`src/sv/tccw_pkg.sv`:
```
// Shared types and constants for the text console cell writer.
package tccw_pkg;

  // Fixed field widths of the stream words
  localparam int CHAR_W  = 8;
  localparam int ADDR_IW = 11;
  localparam int POS_W   = 11;
  localparam int CELL_W  = 16;
  localparam int CMD_W   = 2;
  localparam int IN_TDATA_W  = 24;
  localparam int OUT_TDATA_W = 32;

  // Command codes carried in tuser
  localparam logic [CMD_W-1:0] CMD_PUT   = 2'd0;
  localparam logic [CMD_W-1:0] CMD_CLEAR = 2'd1;
  localparam logic [CMD_W-1:0] CMD_READ  = 2'd2;

  // Control characters
  localparam logic [CHAR_W-1:0] CHAR_NL    = 8'h0A;
  localparam logic [CHAR_W-1:0] CHAR_CR    = 8'h0D;
  localparam logic [CHAR_W-1:0] CHAR_TAB   = 8'h09;
  localparam logic [CHAR_W-1:0] CHAR_BS    = 8'h08;
  localparam logic [CHAR_W-1:0] CHAR_SPACE = 8'h20;

  localparam int TAB_STEP = 8;

  // Cell value after reset: space with attribute 07h
  localparam logic [CELL_W-1:0] RESET_CELL = 16'h0720;
  localparam logic [7:0]        RESET_ATTR = 8'h07;

  // Configuration register indexes
  localparam logic REG_TEXT_ATTR  = 1'b0;
  localparam logic REG_OUT_DISABL = 1'b1;

  // Queue between front and back
  localparam int QUEUE_DEPTH = 2;
  localparam int Q_PTR_W     = 1;
  localparam int Q_CNT_W     = 2;

  typedef enum logic [3:0] {
    OP_PUT,
    OP_NEWLINE,
    OP_RETURN,
    OP_TAB,
    OP_BACK,
    OP_CLEAR,
    OP_READ,
    OP_IGNORE,
    OP_NOP
  } op_e;

  typedef struct packed {
    op_e                 op;
    logic [CHAR_W-1:0]   chr;
    logic [ADDR_IW-1:0]  addr;
    logic                addr_ok;
  } entry_t;

  typedef enum logic [2:0] {
    ST_INIT,
    ST_IDLE,
    ST_READ_WAIT,
    ST_SCROLL_COPY,
    ST_SCROLL_BLANK,
    ST_CLEAR
  } st_e;

endpackage

```
`src/sv/tccw_fifo.sv`:
```
// Two-entry queue between the decode front and the execute back.
module tccw_fifo (
  input  logic              clk_i,
  input  logic              rst_ni,
  input  logic              push_i,
  input  tccw_pkg::entry_t  entry_i,
  output logic              full_o,
  input  logic              pop_i,
  output logic              valid_o,
  output tccw_pkg::entry_t  entry_o
);
  import tccw_pkg::*;

  entry_t               mem_q [QUEUE_DEPTH];
  logic [Q_PTR_W-1:0]   wr_ptr_q, wr_ptr_d;
  logic [Q_PTR_W-1:0]   rd_ptr_q, rd_ptr_d;
  logic [Q_CNT_W-1:0]   cnt_q, cnt_d;

  assign full_o  = (cnt_q == Q_CNT_W'(QUEUE_DEPTH));
  assign valid_o = (cnt_q != '0);
  assign entry_o = mem_q[rd_ptr_q];

  always_comb begin
    wr_ptr_d = push_i ? wr_ptr_q + 1'b1 : wr_ptr_q;
    rd_ptr_d = pop_i  ? rd_ptr_q + 1'b1 : rd_ptr_q;
    cnt_d    = cnt_q;
    if (push_i && !pop_i) begin
      cnt_d = cnt_q + 1'b1;
    end else if (pop_i && !push_i) begin
      cnt_d = cnt_q - 1'b1;
    end
  end

  always_ff @(posedge clk_i or negedge rst_ni) begin
    if (!rst_ni) begin
      wr_ptr_q <= '0;
      rd_ptr_q <= '0;
      cnt_q    <= '0;
    end else begin
      wr_ptr_q <= wr_ptr_d;
      rd_ptr_q <= rd_ptr_d;
      cnt_q    <= cnt_d;
    end
  end

  always_ff @(posedge clk_i) begin
    if (push_i) begin
      mem_q[wr_ptr_q] <= entry_i;
    end
  end

endmodule

```
`config.mk`:
```
export PLATFORM = sky130hd
export DESIGN_NAME = tccw_fifo
export DESIGN_NICKNAME = d
export VERILOG_FILES = /design/src/sv/tccw_pkg.sv /design/src/sv/tccw_fifo.sv
export SDC_FILE = /design/constraint.sdc
export NUM_CORES = 1
export LEC_CHECK = 0
export ABC_AREA = 1
export BUFFER_PORTS_ARGS = -buffer_cell sky130_fd_sc_hd__buf_4
export CORE_MARGIN = 3
export CORE_UTILIZATION = 43
export CTS_CLUSTER_SIZE = 16
export DETAILED_ROUTE_END_ITERATION = 8
export PLACE_DENSITY = 0.67
export SYNTH_ARGS = -nofsm -noshare
export SYNTH_HDL_FRONTEND = slang
export SYNTH_SLANG_ARGS = --single-unit
```
`constraint.sdc`:
```
create_clock -name clk_i -period 3.45 [get_ports clk_i]
set_input_delay 0.345 -clock clk_i [delete_from_list [all_inputs] [get_ports clk_i]]
set_output_delay 0.345 -clock clk_i [all_outputs]
set_load 0.01 [all_outputs]
```
# --- Word-level counts from Yosys, hierarchy flattened ---
# Memories as Yosys holds them, arrays and structs flattened.
# Cells that the tools add are included.
# W data, S select, Z words.
totals:
  regBits: 4
  ramBits: 48
  input_bits: 28
  output_inout_bits: 26
  word_cells: 19
  n_memories: 1
classes:
  n_addsub: 4
  eq_ne: 1
  mux: 4
  n_reduce_logical: 6
mem_list:
  columns: ["name", "depth", "word_bits", "rd", "rd_ports_with_merged_regs", "wr", "line_no", "source"]
  rows:
  - ["mem_q", 2, 24, 1, 0, 1, "tccw_fifo.sv:14", "entry_t mem_q [QUEUE_DEPTH];"]
op_table:
  columns: ["op", "count"]
  rows:
  - ["$mux W2", 2]
  - ["$reduce_bool A2 Y1", 2]
  - ["$add A1 B1 Y1 const B", 2]
  - ["$add A2 B1 Y2 const B", 1]
  - ["$eq A2 B2 Y1 const B", 1]
  - ["$logic_and A1 B1 Y1", 2]
  - ["$logic_not A1 Y1", 2]
  - ["$mux W1", 2]
  - ["$sub A2 B1 Y2 const B", 1]

# --- Longest topological paths before layout ---
# Gate-level depths: netlist of the first run.
depth:
  word_depth: 4
  mapped_depth: 7
  ltp_nobuf: 7

# --- Worst setup path after synthesis of the first run ---
# OpenSTA, ideal clock, no wires.
synth_path:
  kind: "reg-to-reg"
  startpoint: "register wr_ptr_q"
  endpoint: "memory mem_q[0][0] (netlist name) (enable)"
  setup_ns: 0.405
  arrival_ns: 1.434
  required_ns: 3.045
  path_slack_ns: 1.610
  path_stages_with_launch: 2
  path_buffers: 0
  period_less_slack_ns: 1.840
  cell_sequence: "dfrtp_1 > nor2_1"
synth_rtl:
  columns: ["item", "line_no", "source"]
  rows:
  - ["from (decl)", "tccw_fifo.sv:15", "logic [Q_PTR_W-1:0] wr_ptr_q, wr_ptr_d;"]
  - ["from (signal assigned)", "tccw_fifo.sv:40", "wr_ptr_q <= wr_ptr_d;"]
  - ["to (decl)", "tccw_fifo.sv:14", null]
# No word-level cell before the write port.

==> flow_summary.ini, run 1 <==
[detailed_routing]
viasPerCell = 4.798
wl_per_cell_um = 16.12
drc = 0
firstDrtPassIters = 2
num_vias = 1022
routed_wl_um = 3434
drt_iter0_drc = 65
drtAntennaViolNets = 0

[floorplan]
initial_core_util_pct = 45.61
die_w_um = 74.89
core_area_um2 = 4474
io-pin-count = 54
num_rows = 24
die_h_um = 74.89
dieArea_um2 = 5609

[power]
p_leak_uw = 0.001075
p_per_area_nw_per_um2 = 777.7
peakVddDrop_mv = 0.3714

[worst_hold_path]
min_to = rd_ptr_q
whs_path_depth = 2
min_path_type = primary input to flop
hp-start = pop_i

[global_route]
grt_max_degree = 25
grt_pass1_wl_um = 5202
grt_usage_pct = 12.83
antenna_found_initial = 0
overflow = 0
grt_pass1_vias = 1088

[timing]
fin_crit_sh_pct = 63.05
drv_slew = 0
rsz0062_at_grt = false
hold-worst-slack_ns = 0.2168
post-route-min-period_ns = 2.175
tns_ns = 0
timing.fmax_mhz = 459.7
hold_violations = 0
tightestPinTransition_ns = 0.9883
finClkSkew_ns = 0.006354
maxSlewHeadroom_pct = 34.04
setup_viol = 0

[critical_path]
cp-end-kind = output port
r2r_cells = 2
rr_endpoint = mem_q[0][11]
reg2reg_setup_slack_ns = 1.87
cp.arrival_ns = 1.83
cp-start-kind = flop
crit_fanout = 18
crit_type = flop to output port
cp.required_ns = 3.11
regToRegStartpoint = wr_ptr_q

[yosys]
synth_warnings = 0
synth_seq_cells = 52
synth-seq-area-share_pct = 75.54
syn_area_um2 = 2041
synth.net_count = 129
synth_cell_types = 14
synth_cells = 100
postSynthAreaPerCell_um2 = 20.41

[placed_design]
gp_congestion = 0.6557
port_buffers = 53
place_hpwl_um = 2410

[run]
maxCapViolations = 0

[finish]
area_growth_pct = 27.16
diodes = 0
drive_gt1_share_pct = 54.66
final_net_count = 189

[clocking]
tritoncts = done
post_cts_buffers = 0
clockBufferDepth = 2
htreeDepth = 2
path_clk_slew_ns = 0.09
cts_made_buffers = 5
insertion_delay_ns = 0.30
hold_buffers = 1
clockRootBuffer = clkbuf_8
post_cts_resized = 0
clock_sinks = 52

[outcome]
outcome = complete, no violations
[registers in the layout (all words and copies together) (netlist names)]
register  cells
mem_q        48
cnt_q         2
rd_ptr_q      1
wr_ptr_q      1
[report_power, final]
| group | internal (µW) | leakage [µW] | switching, µW |
|---|---|---|---|
| combinational | 389 | 0.000523 | 304 |
| sequential | 843 | 0.000498 | 64.0 |
| clock | 218 | 0.0000548 | 199 |
| total | 1450 | 0.00107 | 567 |
[cell usage in the layout, fill, tap and decap left out, types with 2 or more instances in the layout]
cell and instances:
edfxtp_1 48, xor2_1 2, buf_4 55, nand2_1 6, inv_1 7, mux2_4 19, mux2_2 5, clkbuf_8 5
dfrtp_1 4
[cell usage after synthesis]
master	n	area, µm²
ha_1	1	12.51
buf_6	1	11.26
mux2_2	5	56.30
inv_1	7	26.28
nand2_1	6	22.52
dfrtp_1	4	100.1
buf_12	2	40.04
xor2_1	2	17.52
nand4_1	1	6.260
xnor2_1	1	8.760
nor2_1	2	7.510
nand3_1	1	5.000
mux2_4	19	285.3
edfxtp_1	48	1441
[worst max-delay path by stage]
stage,end,startpoint,cells past startpoint
global placement,entry_o[8],rd_ptr_q,3
floorplan,mem_q[0][0],wr_ptr_q,1
detailed placement,entry_o[8],rd_ptr_q,3
global route,entry_o[8],rd_ptr_q,3
finish,entry_o[8],rd_ptr_q,3
CTS,entry_o[8],rd_ptr_q,3
[worst max-delay path: stages, from the launching register on]
cell and delay [ns]:
dfrtp_1 0.59, buf_4 0.40, mux2_2 0.38, buf_4 0.14
[routing by layer]
metal | global-route usage (%) | wire (µm)
met5 | 0 | 0
met4 | 4.743 | 36
met3 | 5.607 | 294
met2 | 20.02 | 1636
met1 | 15.87 | 1467
[stage by stage]
step                      cell area (µm²)  setup slack [ns]  utilization (%)  total power (µW)  cells
after floorplan                      2041             1.610                -              1380    100
after global placement               2470             1.635            55.20              1607    204
after detailed placement             2470             1.581            55.20              1630    204
after CTS                            2595             1.229            58.00              2049    213
after global routing                 2595             1.171            58.00              2123    213
final                                2595             1.275            58.00              2018    213
[kinds of logic (layout without fill, tap and decap cells)]
family | count (synthesis) | after routing | synth area share (%)
buffers and inverters | 10 | 71 | 3.802
adder cells (fa/ha/maj) | 1 | 1 | 0.6130
flip-flops | 52 | 52 | 75.54
XOR/XNOR | 3 | 3 | 1.288
multiplexers | 24 | 24 | 16.74
AND/OR/NAND/NOR | 10 | 10 | 2.023
[cell type report]
class / instances / area (µm²)
fillers: 348 / 1879
clock buffers: 5 / 68.82
multi-input cells: 38 / 424.2
flip-flops and latches: 52 / 1541
well taps: 52 / 65.06
inverters: 7 / 26.28
clock inverters: 3 / 46.29
repair buffers: 56 / 422.9
Note: power is estimated with default switching activity, not from simulation.
==> inputs of run 2 (changes only) <==
clock period = 2.1 ns   (was 3.45 ns; I/O delays follow)
==> run 2 against run 1 <==
  * Final area up 1.0%
  * Worst hold slack worse by 0.12 ns
  * Die area unchanged
  * Wire length down 7.7%
  * Critical endpoint unchanged
==> flow_summary.ini, run 2 (synthesis results as in run 1) <==
[finish]
top_register = mem_q
largest_register_ffs = 48
fin_area_um2 = 2621
diodes = 0
drive_gt1_share_pct = 55.15
area_growth_pct = 28.45
biggestRegsByFlops = mem_q x48, cnt_q x2
seq_area_um2 = 1541
final_cell_mix = buf_4 (59), edfxtp_1 (48), mux2_4 (19)
layout_commonest_cell = buf_4
final_net_count = 193
multi_input_comb_area_um2 = 424.2
fillCellCount = 334

[clocking]
clockRootBuffer = clkbuf_8
post_cts_buffers = 0
clockBufferDepth = 2
cts_made_buffers = 5
tritoncts = done
insertion_delay_ns = 0.29
path_clk_slew_ns = 0.09
htreeDepth = 2
clock_sinks = 52

[global_route]
grt_usage_pct = 11.98
antenna_found_initial = 0
grt_max_degree = 17
overflow = 0
grt_pass1_wl_um = 4947
grt_pass1_vias = 1078

[placed_design]
place_hpwl_um = 2318
gp_congestion = 0.7027
port_buffers = 53
dpl_cell_area_um2 = 2500

[critical_path]
crit_path_max_incr_delay_ns = 0.36
cp-start-kind = flop
cp_slowest_cell = mux2_2
cp.arrival_ns = 1.40
cpMostUsedCell = buf_4
cp_cell_sequence = buf_4, mux2_2, buf_4
crit_fanout = 13
crit_type = flop to output port
cp-end-kind = output port
cp.required_ns = 1.89

[run]
maxCapViolations = 0

[power]
switchingPower_uw = 898.6
internal_power_uw = 2406
p_per_area_nw_per_um2 = 1261
power.share.clock_pct = 19.9
power_frac_seq_pct = 43.8
peakVddDrop_mv = 0.7953
switching_share_pct = 27.19
pwr-share-comb_pct = 36.3
fin_total_pwr_uw = 3304
p_leak_uw = 0.001096

[timing]
tightestPinTransition_ns = 0.2218
drv_slew = 0
tns_ns = 0
maxSlewHeadroom_pct = 85.22
finClkSkew_ns = 0.001239
hold_violations = 0
setup_viol = 0
post-route-min-period_ns = 1.607
timing.fmax_mhz = 622.1
fin_crit_sh_pct = 76.54
rsz0062_at_grt = false

[detailed_routing]
drtAntennaViolNets = 0
viasPerCell = 4.765
wl_per_cell_um = 14.61
drt_iter0_drc = 43
num_vias = 1034
drc = 0
firstDrtPassIters = 3
routed_wl_um = 3170

[floorplan]
num_rows = 24
die_w_um = 74.89
dieArea_um2 = 5609
initial_core_util_pct = 45.61
core_area_um2 = 4474
io-pin-count = 54
die_h_um = 74.89

[outcome]
outcome = complete, no violations

[worst_hold_path]
min_path_type = primary input to flop
## run 2: changes by cell type in the layout (fill, tap and decap cells not counted)
cell | before | now
inv_6 | 1 | 0
buf_4 | 55 | 59
clkinv_4 | 0 | 1
clkinvlp_4 | 1 | 0
clkinv_1 | 0 | 1
## run 2: final timing paths
| path | startpoint | end | slack [ns] | depth (start not counted) |
|---|---|---|---|---|
| hold reg to reg | cnt_q[1] | cnt_q[1] | 0.50 | 2 |
| setup / recovery | rd_ptr_q | entry_o[8] | 0.49 | 3 |
| max in group asynchronous | rst_ni | rd_ptr_q | 1.77 | 2 |
| hold / removal | entry_i[3] | mem_q[0][3] | 0.1 | 1 |
| min in group asynchronous | rst_ni | cnt_q[1] | 0.23 | 2 |
| setup reg to reg | wr_ptr_q | mem_q[0][8] | 1.03 | 2 |
## run 2: through the flow
stage,hold slack (ns),cells,worst slack [ns],utilization [%]
after floorplan,-0.08559,100,0.2605,-
after global placement,0.01016,208,0.8110,55.87
after detailed placement,0.01322,208,0.8067,55.87
after CTS,0.08557,217,0.4743,58.59
after global routing,0.07366,217,0.4005,58.59
final,0.09622,217,0.4926,58.59
## run 2: power groups by stage
stage	registers (µW)	clock network [µW]	logic, µW
3_3_place_gp	1460	0	1210
5_1_grt	1470	723	1300
2_1_floorplan	1460	0	808
4_1_cts	1450	681	1230
6_report	1450	659	1200
3_5_place_dp	1470	0	1220
## run 2: area by class of cell
type	instances	area share [%]
flip-flops and latches	52	58.81
inverters	7	1.002
well taps	52	2.482
multi-input cells	38	16.18
clock inverters	3	1.623
repair buffers	60	17.28
clock buffers	5	2.625
## run 2: repair_timing
action / in CTS / in global routing
hold buffers: 1 / 0
endpoints found under the hold margin: 4 / 0
resized for setup: 0 / 0
## run 2: per-layer routing
| metal | vias to the layer above | part of all wire [%] | track usage (%) |
|---|---|---|---|
| met5 | - | 0 | 0 |
| met4 | 0 | 0.60 | 2.964 |
| met3 | 4 | 7.9 | 4.940 |
| met2 | 45 | 48 | 19.05 |
| met1 | 490 | 43 | 15.36 |
| li1 | 495 | - | - |
## run 2: critical path, delay by kind of cell, from the launching register on
family	cells	cell delay [ns]
flip-flops	1	0.35
multiplexers	1	0.36
buffers and inverters	2	0.38
