==> src/sv/tccw_pkg.sv <==
// Shared types and constants for the text console cell writer.
package tccw_pkg;

  // Fixed field widths of the stream words
  localparam int CHAR_W  = 8;
  localparam int ADDR_IW = 11;
  localparam int POS_W   = 11;
  localparam int CELL_W  = 16;
  localparam int CMD_W   = 2;
  localparam int IN_TDATA_W  = 24;
  localparam int OUT_TDATA_W = 32;

  // Command codes carried in tuser
  localparam logic [CMD_W-1:0] CMD_PUT   = 2'd0;
  localparam logic [CMD_W-1:0] CMD_CLEAR = 2'd1;
  localparam logic [CMD_W-1:0] CMD_READ  = 2'd2;

  // Control characters
  localparam logic [CHAR_W-1:0] CHAR_NL    = 8'h0A;
  localparam logic [CHAR_W-1:0] CHAR_CR    = 8'h0D;
  localparam logic [CHAR_W-1:0] CHAR_TAB   = 8'h09;
  localparam logic [CHAR_W-1:0] CHAR_BS    = 8'h08;
  localparam logic [CHAR_W-1:0] CHAR_SPACE = 8'h20;

  localparam int TAB_STEP = 8;

  // Cell value after reset: space with attribute 07h
  localparam logic [CELL_W-1:0] RESET_CELL = 16'h0720;
  localparam logic [7:0]        RESET_ATTR = 8'h07;

  // Configuration register indexes
  localparam logic REG_TEXT_ATTR  = 1'b0;
  localparam logic REG_OUT_DISABL = 1'b1;

  // Queue between front and back
  localparam int QUEUE_DEPTH = 2;
  localparam int Q_PTR_W     = 1;
  localparam int Q_CNT_W     = 2;

  typedef enum logic [3:0] {
    OP_PUT,
    OP_NEWLINE,
    OP_RETURN,
    OP_TAB,
    OP_BACK,
    OP_CLEAR,
    OP_READ,
    OP_IGNORE,
    OP_NOP
  } op_e;

  typedef struct packed {
    op_e                 op;
    logic [CHAR_W-1:0]   chr;
    logic [ADDR_IW-1:0]  addr;
    logic                addr_ok;
  } entry_t;

  typedef enum logic [2:0] {
    ST_INIT,
    ST_IDLE,
    ST_READ_WAIT,
    ST_SCROLL_COPY,
    ST_SCROLL_BLANK,
    ST_CLEAR
  } st_e;

endpackage

==> src/sv/tccw_front.sv <==
// Front end: accepts command words and decodes them into queue entries.
module tccw_front #(
  parameter int COLUMNS = 80,
  parameter int ROWS    = 25
) (
  input  logic                              s_axis_tvalid,
  output logic                              s_axis_tready,
  input  logic [tccw_pkg::IN_TDATA_W-1:0]   s_axis_tdata,
  input  logic [tccw_pkg::CMD_W-1:0]        s_axis_tuser,
  input  logic                              disabled_i,
  input  logic                              init_done_i,
  input  logic                              q_full_i,
  output logic                              q_push_o,
  output tccw_pkg::entry_t                  q_entry_o
);
  import tccw_pkg::*;

  localparam int CELL_COUNT = COLUMNS * ROWS;

  logic [CHAR_W-1:0]  chr;
  logic [ADDR_IW-1:0] addr;
  op_e                op;

  assign chr  = s_axis_tdata[CHAR_W-1:0];
  assign addr = s_axis_tdata[CHAR_W+ADDR_IW-1:CHAR_W];

  assign s_axis_tready = init_done_i && !q_full_i;
  assign q_push_o      = s_axis_tvalid && s_axis_tready;

  always_comb begin
    op = OP_NOP;
    case (s_axis_tuser)
      CMD_PUT: begin
        if (disabled_i) begin
          op = OP_IGNORE;
        end else begin
          case (chr)
            CHAR_NL:  op = OP_NEWLINE;
            CHAR_CR:  op = OP_RETURN;
            CHAR_TAB: op = OP_TAB;
            CHAR_BS:  op = OP_BACK;
            default:  op = OP_PUT;
          endcase
        end
      end
      CMD_CLEAR: op = disabled_i ? OP_IGNORE : OP_CLEAR;
      CMD_READ:  op = OP_READ;
      default:   op = OP_NOP;
    endcase
  end

  always_comb begin
    q_entry_o.op      = op;
    q_entry_o.chr     = chr;
    q_entry_o.addr    = addr;
    q_entry_o.addr_ok = (32'(addr) < CELL_COUNT);
  end

endmodule

==> config.mk <==
export PLATFORM = sky130hd
export DESIGN_NAME = tccw_front
export DESIGN_NICKNAME = d
export VERILOG_FILES = /design/src/sv/tccw_pkg.sv /design/src/sv/tccw_front.sv
export SDC_FILE = /design/constraint.sdc
export NUM_CORES = 1
export LEC_CHECK = 0
export ABC_CLOCK_PERIOD_IN_PS = 3800
export BUFFER_PORTS_ARGS = -buffer_cell sky130_fd_sc_hd__clkbuf_2
export CORE_AREA = 2 2 39 41
export DETAILED_ROUTE_END_ITERATION = 10
export DIE_AREA = 0 0 41 43
export PLACE_DENSITY = 0.74
export SLEW_MARGIN = 30
export SYNTH_ARGS = -nofsm -noshare
export SYNTH_HDL_FRONTEND = slang
export SYNTH_SLANG_ARGS = --single-unit
==> constraint.sdc <==
create_clock -name vclk -period 3.8
set_clock_uncertainty 0.1 [all_clocks]
set_input_delay 0.95 -clock vclk [all_inputs]
set_output_delay 0.95 -clock vclk [all_outputs]
set_load 0.03 [all_outputs]
# == After elaboration in Yosys (flattened, before gate mapping) ==
# Cells that the tools add are included.
# word_totals
output_inout_bits,26
inputBits,30
ff_bits,0
# classes
muxes,4
eq_ne,6
n_reduce_logical,4
magnitude_cmp,1
# ops
op,count
$eq 8x4->1 const B,4
$pmux 3 s4,1
$pmux 4 s3,1
$lt 11x11->1 const B,1
$mux 3,1
$eq 2x1->1 const B,1
$eq 2x2->1 const B,1
$logic_and 1x1->1,2
$logic_not 2->1,1
$mux 2,1
$logic_not 1->1,1

# == Longest topological paths before layout ==
# Gate-level depths: netlist (run 1).
# logic_depth
word_depth,4
depth_mapped,5
ltp_nobuf,5

# == Worst setup path after synthesis (run 1) ==
# OpenSTA, ideal clock, no wires.
# synth_path
path_type,input to output
start,in s_axis_tuser[0] (netlist bit)
end,out q_entry_o[22] (netlist bit)
required_time_ps,2750
stages,3
slack_ps,640
path_buffers,0
t_arrival_ps,2110
path_cell_list,ha_1 or3_1 o22ai_1
# synth_rtl
element,line,text
"start, declared",tccw_front.sv:9,"input logic [tccw_pkg::CMD_W-1:0] s_axis_tuser,"
"end, declared",tccw_front.sv:14,output tccw_pkg::entry_t q_entry_o

==> metrics.cfg, run 1 <==
[flow_run]
maxCapViolCount = 0

[place]
dp_hpwl_um = 740
gp_congestion = 0.702
io_buffers = 43

[cells_and_area]
nClkBuffers = 0
fillers = 152
n_antenna_cell = 0
area_growth_pct = 28.0
layout.nets = 104
fin_util_pct = 30.6
seq_cell_count = 0
ff_latch_area_sq_um = 0
final_layout_size_suffix_gt1_share_pct = 64.7

[routing]
drc_errors = 0
drt_first_pass_iters = 4
routedWlPerCell_um = 8.92
wirelength_um = 749
detail_route.iter0.violations = 1
viasPerCell = 4.48
via_count = 376
ant_nets = 0

[floorplan]
die_w_um = 41
start_util_pct = 23.9
core-area_sq_um = 1380
die_h_um = 43
ios = 56
rows = 14
die_area_sq_um = 1760

[global_route]
grt_usage_pct = 8.39
grt_pass1_wl_um = 1140
grt_pass1_vias = 312
grt_max_degree = 6
grt_overflow = 0
antenna_found_initial = 0

[hold_path]
min_from = s_axis_tdata[11]
hold_end = q_entry_o[4]
hold_depth = 0
min_path_type = in -> out

[worst_setup_path]
cp_data_required_time_ns = 2.75
criticalPathCategory = in -> out
worstPathArrival_ns = 1.95
critPathLaunchType = primary input
cp_max_fo = 5
cp-end-kind = output pin

[sta]
relSlewSlack_pct = 87.5
tightest_slew_ns = 0.188
fmax_mhz = 334
fin_crit_ns = 3.00
rsz0062_at_grt = no
finalHoldViolCount = 0
setup_viol = 0
finalSetupTns_ns = 0
drv_slew = 0
fin_crit_sh_pct = 78.9

[synth]
synth-warning-count = 0
ys_types = 19
syn_area_sq_um = 330
syn_area_per_cell_sq_um = 7.51
synth_fp_nets = 78
syn_inst = 44
ys_seq_area_share_pct = 0

[run_status]
outcome = complete, no violations

[clock_network]
hold_buffers = 0
cts-resized-gates = 0
post-cts-setup-buffer-count = 0

[power]
ir_drop_uv = 51.6
power_density_nw_per_um2 = 155
leakagePower_nw = 0.261
power_w = 0.0000656

## worst max-delay path, stage by stage
cell and delay [ns]:
clkbuf_2 0.10, ha_1 0.25, or3_1 0.31, o22ai_1 0.11, clkbuf_2 0.23
## cells by family (layout without fill, tap and decap cells)
logic type	count (synthesis)	in the layout	synth area share [%]
XOR/XNOR	1	1	2.65
buffers and inverters	21	45	45.5
AO/OA/AOI/OAI	7	7	14.0
AND/OR/NAND/NOR	11	11	22.7
adder cells (fa/ha/maj)	4	4	15.2
## metrics by stage
| stage | std cells | hold slack [ns] | instance area [sq um] | setup WS, ns |
|---|---|---|---|---|
| 4_1_cts | 84 | 1.80 | 423 | 0.796 |
| 5_1_grt | 84 | 1.80 | 423 | 0.660 |
| 3_3_place_gp | 84 | 1.80 | 423 | 0.784 |
| 3_5_place_dp | 84 | 1.80 | 423 | 0.799 |
| 6_report | 84 | 1.80 | 423 | 0.802 |
| 2_1_floorplan | 44 | 1.91 | 330 | 0.640 |
## routing by layer
metal / vias to the layer above / track usage [%] / routed length [um]
met4: 0 / 0 / 0
met1: 151 / 10.8 / 260
met2: 38 / 15.6 / 340
li1: 187 / - / -
met5: - / 0 / 0
met3: 0 / 0 / 148
## worst max path at each step
stage / cells after the start / endpoint / from
after floorplan: 3 / q_entry_o[22] / s_axis_tuser[0]
after global placement: 5 / q_entry_o[22] / s_axis_tuser[0]
after detailed placement: 5 / q_entry_o[22] / s_axis_tuser[0]
after CTS: 5 / q_entry_o[22] / s_axis_tuser[0]
after global routing: 5 / q_entry_o[22] / s_axis_tuser[0]
final: 5 / q_entry_o[22] / s_axis_tuser[0]
## synth_stat cells
cell	count	area [sq um]
a21oi_1	1	5.00
a31oi_1	1	6.26
and2_1	1	6.26
and3_1	1	6.26
buf_4	19	143
ha_1	4	50.1
inv_1	2	7.51
nand2_1	1	3.75
nand4b_1	1	8.76
nor2_1	2	7.51
nor2b_1	1	6.26
nor3b_1	1	7.51
nor4b_2	1	15.0
o2111ai_1	1	8.76
o21a_1	1	7.51
o22ai_1	3	18.8
or2b_1	1	7.51
or3_1	1	6.26
xor2_1	1	8.76
## cell usage in the layout (no fill, tap or decap), types with 2 or more instances in the layout
master    synthesis  final
o22ai_1           3      3
clkbuf_2          0     43
inv_1             2      2
ha_1              4      4
nor2_1            2      2
## final cells by class
type	count	area [sq um]	share of cell area [%]
timing repair buffer	43	215	50.9
multi-input combinational	23	180	42.6
tap	16	20.0	4.73
inverter	2	7.51	1.78
## report_power, final
group / leakage [nW] / total (W) / internal, W / switching (W)
logic: 0.261 / 0.0000656 / 0.0000226 / 0.0000430
registers: 0 / 0 / 0 / 0
clock network: 0 / 0 / 0 / 0
total: 0.261 / 0.0000656 / 0.0000226 / 0.0000430
(Power assumes the default switching activity.)
==> run 2, diff against run 1 <==
- ABC_AREA: not set -> 1
- ABC_CLOCK_PERIOD_IN_PS: 3800 -> 3000
- PLACE_DENSITY: 0.74 -> 0.78
- clock period: 3.8 -> 3 ns (I/O delays scaled with it)
==> run 2 against run 1 <==
  * Core utilization is 3.2 points higher
  * Critical path depth grew 1
  * Wire length shrank 4.9%
  * Critical path type unchanged
  * Critical endpoint is now q_entry_o[21]
==> metrics.cfg, run 2 <==
[floorplan]
die_h_um = 43  ; unchanged
die_w_um = 41  ; unchanged
die_area_sq_um = 1760  ; unchanged
ios = 56  ; unchanged
start_util_pct = 27.0  ; was 23.9%
rows = 14  ; unchanged
core-area_sq_um = 1380  ; unchanged

[global_route]
grt_usage_pct = 6.69  ; was 8.39%
grt_pass1_vias = 266  ; was 312
antenna_found_initial = 0  ; unchanged
grt_pass1_wl_um = 903  ; was 1140 um
grt_max_degree = 6  ; unchanged
grt_overflow = 0  ; unchanged

[worst_setup_path]
startpoint = s_axis_tuser[0]  ; unchanged
critPathLaunchType = primary input  ; unchanged
criticalPathCategory = in -> out  ; unchanged
worstPathArrival_ns = 1.64  ; was 1.95 ns
critPathMaxStageDelay_ns = 0.23  ; was 0.31 ns
cp_slowest_cell = clkbuf_2  ; was or3_1
cpMostUsedCell = clkbuf_2  ; unchanged
crit_buf_inv = 3  ; was 2
cp_data_required_time_ns = 2.15  ; was 2.75 ns
cp-end-kind = output pin  ; unchanged
cp_max_fo = 5  ; unchanged
cp_top_family = buffers and inverters  ; unchanged
cp_cell_sequence = clkbuf_2 -> inv_1 -> ha_1 -> o21ai_0 -> a31oi_1 -> clkbuf_2  ; was clkbuf_2 -> ha_1 -> or3_1 -> o22ai_1 -> clkbuf_2

[synth]
yosysTopAreaCell = buf_4  ; unchanged
yosys.area.top_type_share_pct = 38.1  ; was 43.2%
synthTopCellsByCount = 19 x buf_4, 16 x inv_1, 11 x nand2_1, 4 x ha_1  ; was 19 x buf_4, 4 x ha_1, 3 x o22ai_1, 2 x inv_1, 2 x nor2_1
ys_types = 13  ; was 19
synth_fp_nets = 98  ; was 78
syn_area_sq_um = 374  ; was 330 sq um
synth-warning-count = 0  ; unchanged
ys_seq_area_share_pct = 0  ; unchanged
yosysMostFrequentCell = buf_4  ; unchanged
syn_area_per_cell_sq_um = 5.85  ; was 7.51 sq um
synth_area_leaders = buf_4 38%, inv_1 16%, ha_1 13%  ; was buf_4 43%, ha_1 15%, o22ai_1 5.7%
syn_inst = 64  ; was 44

[power]
switchingPower_w = 0.0000560  ; was 0.0000430 W
p_int_w = 0.0000278  ; was 0.0000226 W
pwr-share-seq_pct = 0  ; about the same
switching_share_pct = 66.8  ; was 65.5%
leakagePower_nw = 0.345  ; was 0.261 nW
combPwrFrac_pct = 100.0  ; about the same
power_frac_clock_pct = 0  ; about the same
power_density_nw_per_um2 = 179  ; was 155 nW/um^2
ir_drop_uv = 52.6  ; was 51.6 uV

[sta]
finalHoldViolCount = 0  ; unchanged
fin_crit_sh_pct = 82.8
fmax_mhz = 402
drv_slew = 0  ; unchanged
rsz0062_at_grt = no  ; unchanged
finalSetupTns_ns = 0  ; unchanged
setup_viol = 0  ; unchanged
tightest_slew_ns = 0.177  ; was 0.188 ns
fin_crit_ns = 2.49
relSlewSlack_pct = 88.2  ; was 87.5%

[clock_network]
cts-resized-gates = 0  ; unchanged
hold_buffers = 0  ; unchanged
post-cts-setup-buffer-count = 0  ; unchanged

[hold_path]
min_from = s_axis_tdata[8]  ; was s_axis_tdata[11]
min_path_type = in -> out  ; unchanged

[cells_and_area]
seq_cell_count = 0  ; unchanged
n_antenna_cell = 0  ; unchanged
layout_commonest_cell = clkbuf_2  ; unchanged
layout_common_cells = 43 x clkbuf_2, 16 x inv_1, 11 x nand2_1, 4 x ha_1  ; was 43 x clkbuf_2, 4 x ha_1, 3 x o22ai_1, 2 x inv_1, 2 x nor2_1
nClkBuffers = 0  ; unchanged
final_layout_size_suffix_gt1_share_pct = 51.1  ; was 64.7%
ff_latch_area_sq_um = 0  ; unchanged
fin_util_pct = 33.7  ; was 30.6%
area_growth_pct = 24.7  ; was 28.0%
layout.nets = 124  ; was 104
fillers = 163  ; was 152
stdcell_area_sq_um = 467  ; was 423 sq um

[routing]
via_count = 409  ; was 376
drc_errors = 0  ; unchanged
detail_route.iter0.violations = 1  ; unchanged
routedWlPerCell_um = 6.85  ; was 8.92 um
drt_first_pass_iters = 2  ; was 4
ant_nets = 0  ; unchanged
wirelength_um = 712  ; was 749 um
viasPerCell = 3.93  ; was 4.48

[place]
dpl_cell_area_sq_um = 467  ; was 423 sq um
dp_hpwl_um = 704  ; was 740 um
io_buffers = 43  ; unchanged
gp_congestion = 0.644  ; was 0.702

[flow_run]
maxCapViolCount = 0  ; unchanged

[run_status]
outcome = complete, no violations  ; unchanged

run 2: cell count changes after synthesis, moves of 2 or more:
| cell | delta |
|---|---|
| o22ai_1 | -3 |
| nand2_1 | +10 |
| o21ai_0 | +2 |
| inv_1 | +14 |
| nand3_1 | +3 |
run 2: power groups by stage:
stage	Clock, W	Sequential [W]	Combinational, W
6_report	0	0	0.0000838
5_1_grt	0	0	0.0000920
2_1_floorplan	0	0	0.0000760
4_1_cts	0	0	0.0000849
3_3_place_gp	0	0	0.0000836
3_5_place_dp	0	0	0.0000846
run 2: cell families after synthesis:
| group | share of synthesized area (%) |
|---|---|
| fa+ha+maj | 13.4 |
| compound gates | 9.03 |
| buf+inv | 54.2 |
| simple gates | 23.4 |
run 2: final timing paths:
path	endpoint	slack (ns)	cells after the start
hold / removal	q_entry_o[1]	1.40	0
setup / recovery	q_entry_o[21]	0.51	6
run 2: stage by stage:
step	instances	hold WS, ns	total power (W)	setup WS [ns]
4_1_cts	104	1.40	0.0000849	0.505
2_1_floorplan	64	1.51	0.0000760	0.504
3_3_place_gp	104	1.40	0.0000836	0.520
6_report	104	1.40	0.0000838	0.515
5_1_grt	104	1.40	0.0000920	0.401
3_5_place_dp	104	1.40	0.0000846	0.505
run 2: area by class of cell:
cell class                 instances  area (sq um)  area share [%]
timing repair buffer              43           215            46.1
multi-input combinational         29           171            36.7
inverter                          16          60.1            12.9
tap                               16          20.0            4.29
run 2: routing by layer:
metal  global-route usage [%]  share of wire (%)  vias up
met5                        0                  0        -
li1                         -                  -      225
met1                     7.59                 37      156
met2                     13.1                 49       28
met4                        0                  0        0
met3                    0.524                 14        0
==> run 3, diff against run 2 <==
- ABC_CLOCK_PERIOD_IN_PS: 3000 -> 2400
- clock period: 3 -> 2.4 ns (I/O delays scaled with it)
==> run 3 against run 2 <==
  * Clock-buffer cell count is the same
  * Final area is the same
  * Hold slack lost 0.30 ns
  * Via count is the same
  * Non-clock buffer count is the same
  * Die area is the same
  * Power grew 25%
  * Critical path type unchanged
  * Worst setup slack lost 0.30 ns
  * Flip-flop and latch count is the same
  * Core utilization is the same
  * Combinational power grew 25%
  * First-iteration DRC count grew to 7.0 times the previous value
==> metrics.cfg, run 3 (synthesized netlist as in run 2, its figures left out) <==
[cells_and_area]
layout_commonest_cell = clkbuf_2  ; unchanged
layout_common_cells = 43 x clkbuf_2, 16 x inv_1, 11 x nand2_1, 4 x ha_1  ; unchanged
stdcell_area_sq_um = 467  ; unchanged
area_growth_pct = 24.7  ; unchanged
nClkBuffers = 0  ; unchanged
layout.nets = 124  ; unchanged
n_antenna_cell = 0  ; unchanged
fin_util_pct = 33.7  ; unchanged
final_layout_size_suffix_gt1_share_pct = 51.1  ; unchanged
ff_latch_area_sq_um = 0  ; unchanged
seq_cell_count = 0  ; unchanged

[worst_setup_path]
crit_end = q_entry_o[21]  ; unchanged
worstPathArrival_ns = 1.49  ; was 1.64 ns
crit_buf_inv = 3  ; unchanged
cp_data_required_time_ns = 1.70  ; was 2.15 ns
critPathLaunchType = primary input  ; unchanged
cpMostUsedCell = clkbuf_2  ; unchanged
cp_max_fo = 5  ; unchanged
cp_slowest_cell = clkbuf_2  ; unchanged
cp_cell_sequence = clkbuf_2 -> inv_1 -> ha_1 -> o21ai_0 -> a31oi_1 -> clkbuf_2  ; unchanged
startpoint = s_axis_tuser[0]  ; unchanged
criticalPathCategory = in -> out  ; unchanged
cp.depth = 6  ; unchanged
critPathMaxStageDelay_ns = 0.23  ; about the same
cp-end-kind = output pin  ; unchanged
cp_top_family = buffers and inverters  ; unchanged

[global_route]
antenna_found_initial = 0  ; unchanged
grt_overflow = 0  ; unchanged
grt_pass1_vias = 270  ; was 266
grt_pass1_wl_um = 903  ; unchanged
grt_max_degree = 6  ; unchanged
grt_usage_pct = 6.69  ; unchanged

[routing]
wirelength_um = 706  ; was 712 um
route.met3.wl_um = 101  ; was 99 um
routedWlPerCell_um = 6.79  ; was 6.85 um
drt-met1-wl_um = 252  ; was 262 um
viasPerCell = 3.93  ; unchanged
routed.top_layer = met3  ; unchanged
via_count = 409  ; unchanged
drc_errors = 0  ; unchanged
detail_route.iter0.violations = 7  ; was 1
ant_nets = 0  ; unchanged
drt_first_pass_iters = 4  ; was 2
met2_length_um = 351  ; was 350 um

[place]
gp_congestion = 0.644  ; about the same
io_buffers = 43  ; unchanged
dp_hpwl_um = 700  ; was 704 um
dpl_cell_area_sq_um = 467  ; unchanged

[sta]
finalSetupTns_ns = 0  ; unchanged
finalHoldViolCount = 0  ; unchanged
tightest_slew_ns = 0.177  ; about the same
relSlewSlack_pct = 88.2  ; about the same
setup_viol = 0  ; unchanged
drv_slew = 0  ; unchanged
rsz0062_at_grt = no  ; unchanged
fmax_mhz = 458
fin_crit_sh_pct = 91.0
fin_crit_ns = 2.19

[hold_path]
min_path_type = in -> out  ; unchanged

[power]
power_w = 0.000105  ; was 0.0000838 W
leakagePower_nw = 0.345  ; unchanged
ir_drop_uv = 65.8  ; was 52.6 uV
power_density_nw_per_um2 = 224  ; was 179 nW/um^2

[floorplan]
core-area_sq_um = 1380  ; unchanged
die_h_um = 43  ; unchanged
die_w_um = 41  ; unchanged
ios = 56  ; unchanged
rows = 14  ; unchanged
die_area_sq_um = 1760  ; unchanged
start_util_pct = 27.0  ; unchanged

[clock_network]
cts-resized-gates = 0  ; unchanged
post-cts-setup-buffer-count = 0  ; unchanged
hold_buffers = 0  ; unchanged

[run_status]
outcome = complete, no violations  ; unchanged

[flow_run]
maxCapViolCount = 0  ; unchanged

run 3: cell counts in the layout (fill, tap and decap cells not counted):
No cell type changed its count.
run 3: power by group:
group | internal, W | leakage, nW | switching (W)
Combinational | 0.0000347 | 0.345 | 0.0000699
Clock | 0 | 0 | 0
Sequential | 0 | 0 | 0
Total | 0.0000347 | 0.345 | 0.0000699
run 3: area by class of cell:
class	instances	area, sq um
multi-input cells	29	171
fillers	164	917
inverters	16	60.1
repair buffers	43	215
well taps	16	20.0
run 3: per-layer routing:
layer | vias up | track usage [%]
met5 | - | 0
met4 | 0 | 0
met3 | 0 | 0.524
met2 | 28 | 13.1
met1 | 155 | 7.59
li1 | 226 | -
run 3: worst min path at each step:
stage / startpoint / to / slack, ns / depth (start not counted)
after floorplan: q_full_i / s_axis_tready / 1.21 / 1
after global placement: s_axis_tdata[11] / q_entry_o[4] / 1.10 / 0
after detailed placement: s_axis_tdata[11] / q_entry_o[4] / 1.10 / 0
after CTS: s_axis_tdata[11] / q_entry_o[4] / 1.10 / 0
after global routing: s_axis_tdata[8] / q_entry_o[1] / 1.10 / 0
final: s_axis_tdata[8] / q_entry_o[1] / 1.10 / 0
run 3: per-stage QoR:
stage	setup slack (ns)	instances	hold slack [ns]
4_1_cts	0.207	104	1.10
3_3_place_gp	0.220	104	1.10
3_5_place_dp	0.208	104	1.10
6_report	0.215	104	1.10
2_1_floorplan	0.204	64	1.21
5_1_grt	0.100	104	1.10
